### src/dpcf_pkg.sv
// ----------------------------------------------------------------------------
// dpcf_pkg
// Shared types and constants for the debounced palette colour fader.
// ----------------------------------------------------------------------------
package dpcf_pkg;

    localparam int CHAN_W    = 8;
    localparam int RGB_W     = 3 * CHAN_W;
    localparam int SLOT_W    = 3;
    localparam int PAL_DEPTH = 8;
    localparam int HOLD_W    = 10;
    localparam int GAP_W     = 8;
    localparam int CFG_IDX_W = 1;
    localparam int CFG_DAT_W = 10;
    localparam int S_DATA_W  = 8;
    localparam int M_DATA_W  = 32;

    // Configuration register indexes
    localparam logic [CFG_IDX_W-1:0] REG_DEBOUNCE_TICKS = 1'd0;
    localparam logic [CFG_IDX_W-1:0] REG_FADE_GAP       = 1'd1;

    // Register reset values
    localparam logic [HOLD_W-1:0] DEBOUNCE_TICKS_RST = 10'd60;
    localparam logic [GAP_W-1:0]  FADE_GAP_RST       = 8'd3;
    localparam logic [HOLD_W-1:0] HOLD_MAX           = '1;

    // Reset state of the colour path
    localparam logic [SLOT_W-1:0] SLOT_RST    = 3'd1;
    localparam logic [RGB_W-1:0]  TARGET_RST  = 24'h7FFFFF;
    localparam logic [RGB_W-1:0]  CURRENT_RST = 24'h010101;

    // Palette, red in the top byte
    localparam logic [RGB_W-1:0] PALETTE [PAL_DEPTH] = '{
        24'hFF0000, 24'h7FFFFF, 24'hFF3F00, 24'h00FF00,
        24'h0000FF, 24'hFF7F00, 24'hFF00FF, 24'hFFFFFF
    };

    // Slot and colour that this tick targets
    typedef struct packed {
        logic [SLOT_W-1:0] slot;
        logic [RGB_W-1:0]  target;
    } slot_info_t;

endpackage

### src/dpcf_debounce.sv
// ----------------------------------------------------------------------------
// dpcf_debounce
// Button debouncer and palette slot selector; advances the slot once per
// qualified press.
// ----------------------------------------------------------------------------
module dpcf_debounce #(
    parameter int PALETTE_SIZE = 8
) (
    input  logic                          aclk,
    input  logic                          aresetn,
    input  logic                          accept,
    input  logic                          button,
    input  logic [dpcf_pkg::HOLD_W-1:0]   debounce_ticks,
    output dpcf_pkg::slot_info_t          info_next
);
    import dpcf_pkg::*;

    typedef enum logic [1:0] {
        PH_RELEASED,
        PH_QUALIFYING,
        PH_HELD
    } phase_t;

    phase_t            phase_reg, phase_next;
    logic [HOLD_W-1:0] hold_reg, hold_next;
    logic [SLOT_W-1:0] slot_reg, slot_next;
    logic [RGB_W-1:0]  target_reg, target_next;
    logic [SLOT_W-1:0] slot_inc;
    logic [HOLD_W-1:0] hold_inc;

    // Wrap the slot at the palette size and saturate the hold counter
    always_comb begin
        slot_inc = slot_reg + 1'b1;
        if (32'(slot_inc) >= PALETTE_SIZE) begin
            slot_inc = '0;
        end
        hold_inc = (hold_reg == HOLD_MAX) ? hold_reg : hold_reg + 1'b1;
    end

    // Debounce phases
    always_comb begin
        phase_next  = phase_reg;
        hold_next   = hold_reg;
        slot_next   = slot_reg;
        target_next = target_reg;
        if (accept) begin
            if (!button) begin
                phase_next = PH_RELEASED;
            end else begin
                unique case (phase_reg)
                    PH_RELEASED: begin
                        hold_next  = '0;
                        phase_next = PH_QUALIFYING;
                    end
                    PH_QUALIFYING: begin
                        hold_next = hold_inc;
                        if (hold_inc >= debounce_ticks) begin
                            slot_next   = slot_inc;
                            target_next = PALETTE[slot_inc];
                            phase_next  = PH_HELD;
                        end
                    end
                    default: begin
                        phase_next = phase_reg;
                    end
                endcase
            end
        end
    end

    assign info_next.slot   = slot_next;
    assign info_next.target = target_next;

    // Hold state
    always_ff @(posedge aclk) begin
        if (!aresetn) begin
            phase_reg  <= PH_RELEASED;
            hold_reg   <= '0;
            slot_reg   <= SLOT_RST;
            target_reg <= TARGET_RST;
        end else begin
            phase_reg  <= phase_next;
            hold_reg   <= hold_next;
            slot_reg   <= slot_next;
            target_reg <= target_next;
        end
    end

    a_release_clears: assert property (@(posedge aclk) disable iff (!aresetn)
        (accept && !button) |=> (phase_reg == PH_RELEASED))
        else $error("release did not return the debouncer to released");

    a_slot_in_range: assert property (@(posedge aclk) disable iff (!aresetn)
        (32'(slot_reg) < PALETTE_SIZE))
        else $error("palette slot beyond palette size");

endmodule

### src/dpcf_fader.sv
// ----------------------------------------------------------------------------
// dpcf_fader
// Fade interval counter, per-channel step toward the target and result
// register.
// ----------------------------------------------------------------------------
module dpcf_fader (
    input  logic                            aclk,
    input  logic                            aresetn,
    input  logic                            accept,
    input  logic [dpcf_pkg::GAP_W-1:0]      fade_gap,
    input  dpcf_pkg::slot_info_t            info_next,
    input  logic                            m_tready,
    output logic                            m_tvalid,
    output logic [dpcf_pkg::M_DATA_W-1:0]   m_tdata
);
    import dpcf_pkg::*;

    logic [GAP_W-1:0]    elapsed_reg, elapsed_next;
    logic [GAP_W:0]      elapsed_inc;
    logic [RGB_W-1:0]    current_reg, current_next;
    logic                m_tvalid_reg, m_tvalid_next;
    logic [M_DATA_W-1:0] m_tdata_reg, m_tdata_next;
    logic                step;

    // Move one channel a unit toward its target
    function automatic logic [CHAN_W-1:0] toward(input logic [CHAN_W-1:0] cur,
                                                 input logic [CHAN_W-1:0] tgt);
        logic [CHAN_W-1:0] res;
        res = cur;
        if (cur < tgt) begin
            res = cur + 1'b1;
        end else if (cur > tgt) begin
            res = cur - 1'b1;
        end
        return res;
    endfunction

    assign elapsed_inc = {1'b0, elapsed_reg} + 1'b1;
    assign step        = accept && (elapsed_inc > {1'b0, fade_gap});

    // Count ticks and step the colour
    always_comb begin
        elapsed_next = elapsed_reg;
        current_next = current_reg;
        if (accept) begin
            elapsed_next = step ? '0 : elapsed_inc[GAP_W-1:0];
        end
        if (step) begin
            for (int c = 0; c < 3; c++) begin
                current_next[c*CHAN_W +: CHAN_W] =
                    toward(current_reg[c*CHAN_W +: CHAN_W],
                           info_next.target[c*CHAN_W +: CHAN_W]);
            end
        end
    end

    // Load a result, or drop it once taken
    always_comb begin
        m_tvalid_next = m_tvalid_reg;
        m_tdata_next  = m_tdata_reg;
        if (step) begin
            m_tvalid_next = 1'b1;
            m_tdata_next  = {5'd0, info_next.slot,
                             current_next[7:0], current_next[15:8], current_next[23:16]};
        end else if (m_tready) begin
            m_tvalid_next = 1'b0;
        end
    end

    always_ff @(posedge aclk) begin
        if (!aresetn) begin
            elapsed_reg  <= '0;
            current_reg  <= CURRENT_RST;
            m_tvalid_reg <= 1'b0;
        end else begin
            elapsed_reg  <= elapsed_next;
            current_reg  <= current_next;
            m_tvalid_reg <= m_tvalid_next;
        end
        m_tdata_reg <= m_tdata_next;
    end

    assign m_tvalid = m_tvalid_reg;
    assign m_tdata  = m_tdata_reg;

    a_step_loads_result: assert property (@(posedge aclk) disable iff (!aresetn)
        step |=> (m_tvalid_reg && (m_tdata_reg[23:0] ==
                  {current_reg[7:0], current_reg[15:8], current_reg[23:16]})))
        else $error("fade step did not load the result register");

    a_colour_holds: assert property (@(posedge aclk) disable iff (!aresetn)
        ($past(aresetn) && !$past(step)) |-> $stable(current_reg))
        else $error("colour changed without a fade step");

endmodule

### src/debounced_palette_color_fader_core.sv
// ----------------------------------------------------------------------------
// debounced_palette_color_fader_core
// Debounced button steps through a fixed colour palette; the output colour
// fades one unit per channel toward the selected entry.
// ----------------------------------------------------------------------------
//  channel  dir  handshake          payload
//  s_       in   s_tvalid/tready    s_tdata[0] button_pressed
//  m_       out  m_tvalid/tready    red, green, blue, palette_slot
//  cfg_     in   cfg_wr_en          cfg_index, cfg_wdata
//
//  One tick transaction is accepted per cycle while s_tready is high; state updates at that edge.
//  A fade step's result is in m_tdata the cycle after its tick is accepted.
//  s_tready falls only while an untaken result sits in the output register
//  and m_tready is low.
//  aresetn is synchronous, active low; registers return to 60 and 3.
// ----------------------------------------------------------------------------
module debounced_palette_color_fader_core #(
    parameter int PALETTE_SIZE = 8
) (
    input  logic                              aclk,
    input  logic                              aresetn,
    input  logic                              s_tvalid,
    output logic                              s_tready,
    input  logic [dpcf_pkg::S_DATA_W-1:0]     s_tdata,   // [0] button_pressed
    output logic                              m_tvalid,
    input  logic                              m_tready,
    output logic [dpcf_pkg::M_DATA_W-1:0]     m_tdata,   // [7:0] red, [15:8] green,
                                                         // [23:16] blue,
                                                         // [26:24] palette_slot
    input  logic                              cfg_wr_en,
    input  logic [dpcf_pkg::CFG_IDX_W-1:0]    cfg_index,
    input  logic [dpcf_pkg::CFG_DAT_W-1:0]    cfg_wdata
);
    import dpcf_pkg::*;

    logic [HOLD_W-1:0] debounce_ticks_reg, debounce_ticks_next;
    logic [GAP_W-1:0]  fade_gap_reg, fade_gap_next;
    logic              accept;
    slot_info_t        info_next;

    // Configuration writes
    always_comb begin
        debounce_ticks_next = debounce_ticks_reg;
        fade_gap_next       = fade_gap_reg;
        if (cfg_wr_en) begin
            unique case (cfg_index)
                REG_DEBOUNCE_TICKS: debounce_ticks_next = cfg_wdata[HOLD_W-1:0];
                REG_FADE_GAP:       fade_gap_next       = cfg_wdata[GAP_W-1:0];
                default:            fade_gap_next       = fade_gap_reg;
            endcase
        end
    end

    always_ff @(posedge aclk) begin
        if (!aresetn) begin
            debounce_ticks_reg <= DEBOUNCE_TICKS_RST;
            fade_gap_reg       <= FADE_GAP_RST;
        end else begin
            debounce_ticks_reg <= debounce_ticks_next;
            fade_gap_reg       <= fade_gap_next;
        end
    end

    // Accept whenever the result register is free or being emptied
    assign s_tready = !m_tvalid || m_tready;
    assign accept   = s_tvalid && s_tready;

    dpcf_debounce #(
        .PALETTE_SIZE (PALETTE_SIZE)
    ) u_debounce (
        .aclk           (aclk),
        .aresetn        (aresetn),
        .accept         (accept),
        .button         (s_tdata[0]),
        .debounce_ticks (debounce_ticks_reg),
        .info_next      (info_next)
    );

    dpcf_fader u_fader (
        .aclk      (aclk),
        .aresetn   (aresetn),
        .accept    (accept),
        .fade_gap  (fade_gap_reg),
        .info_next (info_next),
        .m_tready  (m_tready),
        .m_tvalid  (m_tvalid),
        .m_tdata   (m_tdata)
    );

endmodule
### config.mk
export PLATFORM = sky130hd
export DESIGN_NAME = debounced_palette_color_fader_core
export DESIGN_NICKNAME = d
export VERILOG_FILES = /design/src/dpcf_pkg.sv /design/src/dpcf_debounce.sv /design/src/dpcf_fader.sv /design/src/debounced_palette_color_fader_core.sv
export SDC_FILE = /design/constraint.sdc
export NUM_CORES = 1
export LEC_CHECK = 0
export BUFFER_PORTS_ARGS = -buffer_cell sky130_fd_sc_hd__buf_4
export CELL_PAD_IN_SITES_DETAIL_PLACEMENT = 1
export CELL_PAD_IN_SITES_GLOBAL_PLACEMENT = 1
export CORE_AREA = 2 2 116 118
export DETAILED_ROUTE_END_ITERATION = 8
export DIE_AREA = 0 0 118 120
export PLACE_DENSITY = 0.95
export RECOVER_POWER = 100
export SLEW_MARGIN = 20
export SYNTH_ARGS = -nofsm -noshare
export SYNTH_HDL_FRONTEND = slang
export SYNTH_SLANG_ARGS = --single-unit
### constraint.sdc
create_clock -name aclk -period 14.1 [get_ports aclk]
set_input_delay 1.41 -clock aclk [delete_from_list [all_inputs] [get_ports aclk]]
set_output_delay 1.41 -clock aclk [all_outputs]
set_load 0.03 [all_outputs]
==> out/results.txt <==
GRT Util Overall: 25.2%
Final period utilization: 58.3%
Post-synth EDFFs: 27
Critical path class: flop to flop
Drt drc: 0
Status: complete, but fails checks
Vias in the first global route: 5,893
Cell variety after synth: 62
Worst setup margin: 5.88 ns
Post-Syn Instances: 697
GR Overflow Total: 0
Crit Path Max Fanout: 38
Clock period minus worst slack: 8.22 ns
Hold Path Class: flop to flop
WL/cell: 18.8 um
Area Growth Syn to Fin: 13.9%
Setup repair bufs after CTS: 0
Placeable Area: 0.0130 sq mm
Filler Cells Inserted: 1,528
Top_reg_cell synth: dfxtp_1
Count leader, synth: dfxtp_1
Critical path required time: 14.41 ns
Min-delay src: fade_gap_reg[7]
Worst-Margin Slew: 2.11 ns
Critical Path AT: 8.53 ns
Leakage: 2.90 nW
Post-CTS sizing: 0
# rows: 42
PwrDens: 128 mW/mm^2
Initial DRC count: 363
Crit-path cells: ha_1, nand2_1, or3_1, nand2b_1, nor2_1, xor2_1, ha_1, a211oi_1, o21ai_0, a21oi_4, clkbuf_1, nor2_1, a21oi_1, ha_1, nand4_1, or2_0, nand2_1, a2111oi_0, o21ai_1, xnor2_1, and2_0
FF-to-FF Start: u_debounce.hold_reg[0]
Avg Cell Area, Syn: 9.14 sq um
Vert. Die Dim: 120 um
Fmax: 122 MHz
Via density: 5.90
Vias: 5,444
Final Max Tran Viols: 192
Setup Skew: 0.0156 ns
Clock Tree Buf Depth: 2
CTS buffer count: 17
CTS tree: built
Slew margin rel.: -40.4%
Most used cell along the critical path: ha_1
Failing checks: capacitance limit, slew limit
Synth top area share: 28.3%
Initial antenna violation count: 0
Max reg flops: 27
Post-CTS Hold Buffers: 0
Worst Setup SP: u_debounce.hold_reg[0]
Highest-delay cell along the critical path: clkbuf_1
VDD IR-drop max: 0.0000867 V
Share of layout cells above drive strength 1: 7.36%
Endpoints failing setup: 0
Root Buffer: clkbuf_16
Skew-Pair Late Insertion Delay: 0.42 ns
Total Routed Length: 17,300 um
Max-cap violations: 5
# IOs: 58
Detailed Routing Iterations Pass 1: 6
Critical Path End Type: flop
Sequential-to-total area share from yosys stat: 41.0%
Fin Setup TNS: 0 ns
Die area: 0.0142 sq mm
Detailed placement HPWL: 11,200 um
List of most frequent post-synthesis cells: dfxtp_1 (90), nand2_1 (84), a21oi_1 (61), ha_1 (53), nor2_1 (35)
Pin count of the biggest net entering global routing: 53
Clock transition at path regs: 0.05 ns
Fin nets: 811
Post-DRT Antenna Nets: 0
RSZ-0062 raised after global routing: no
Worst slack, placed: 8.33 ns
RD Place Congestion: 0.889
Ys async rst share: 0%
Port Buf Inserts: 45
# diodes: 0
Critical Path Max Stage Delay: 1.51 ns
Fin. Hold Viols: 0
First-pass GRT wire length: 28,900 um
Crit start category: flop
Ranking of synthesized cells by area: dfxtp_1 (28%), edfxtp_1 (13%), ha_1 (10%), nand2_1 (5.0%), a21oi_1 (4.8%)
Register bit count reported by yosys: 117
H-tree Lvls: 4
Initial core utilization: 49.1%
Die Wd: 118 um
Largest area contributor in the netlist: dfxtp_1
YS warnings: 0
Area of the mapped netlist: 0.00637 sq mm
Clock sink count: 117
## layer usage
layer  track usage, %  vias to the layer above  share of wire (%)
met5                0                        -                  0
li1                 -                     2561                  -
met4             10.6                        0                2.2
met1             29.3                     2665                 42
met2             43.8                      172                 51
met3             6.99                       46                5.2
## cells by family (layout without fill, tap and decap cells)
kind of cell,Yosys count,after routing,synth area share (%)
fa+ha+maj,54,54,10.6
other cells,1,5,0.0589
buf+inv,62,108,4.44
flops,117,117,41.0
mux,20,20,3.26
simple gates,244,244,19.3
compound gates,162,162,16.2
xor+xnor,37,37,5.21
## cell type report
| type | count | area [sq um] | share of cell area, % |
|---|---|---|---|
| flip-flops and latches | 117 | 2610 | 36.0 |
| inverters | 30 | 114 | 1.57 |
| multi-input cells | 522 | 3460 | 47.7 |
| repair buffers | 46 | 225 | 3.10 |
| well taps | 176 | 220 | 3.04 |
| clock inverters | 8 | 118 | 1.62 |
| clock buffers | 24 | 503 | 6.93 |
## per-stage QoR
stage,area [sq um],power (W),utilization [%],std cells,hold slack (ns)
floorplan,6380,0.000450,-,701,0.436
global placement,6790,0.000475,52.3,891,0.445
detailed placement,6790,0.000483,52.3,891,0.450
CTS,7410,0.000939,57.1,923,0.462
global route,7260,0.000956,55.9,923,0.487
finish,7260,0.000927,55.9,923,0.462
## final timing paths
path                                  to  slack [ns]  cells past startpoint
setup / recovery  u_fader.current_reg[4]        5.88                     21
hold / removal           fade_gap_reg[7]        0.46                      2
setup reg to reg  u_fader.current_reg[4]        5.88                     21
hold reg to reg          fade_gap_reg[7]        0.46                      2
## power breakdown
part / switching, W / internal (W)
Combinational: 0.0000686 / 0.0000303
Sequential: 0.0000121 / 0.000361
Clock: 0.000153 / 0.000302
Total: 0.000234 / 0.000693
## worst max-delay path, delay by kind of cell, from the launching register on
family,cells,cell delay (ns)
compound gates,6,1.87
xor+xnor,2,0.55
fa+ha+maj,3,0.93
buf+inv,1,1.51
flops,1,0.43
simple gates,9,2.79
## cells in the final DEF (no fill, tap or decap), types with 10 or more instances in the layout
cell type  synthesis  routed
dfxtp_1           90      90
nand2_1           84      84
a21oi_1           61      61
ha_1              53      53
nor2_1            35      35
clkbuf_1          18      35
o21ai_0           16      30
inv_1             28      29
edfxtp_1          27      27
xnor2_1           25      25
nand3_1           24      24
clkbuf_16          0      18
mux2i_1           14      14
buf_4              7      14
nand4_1           13      13
and2_0             0      13
nor3_1            12      12
xor2_1            11      11
o211ai_1          10      10
Power figures use the tool's default switching activity.
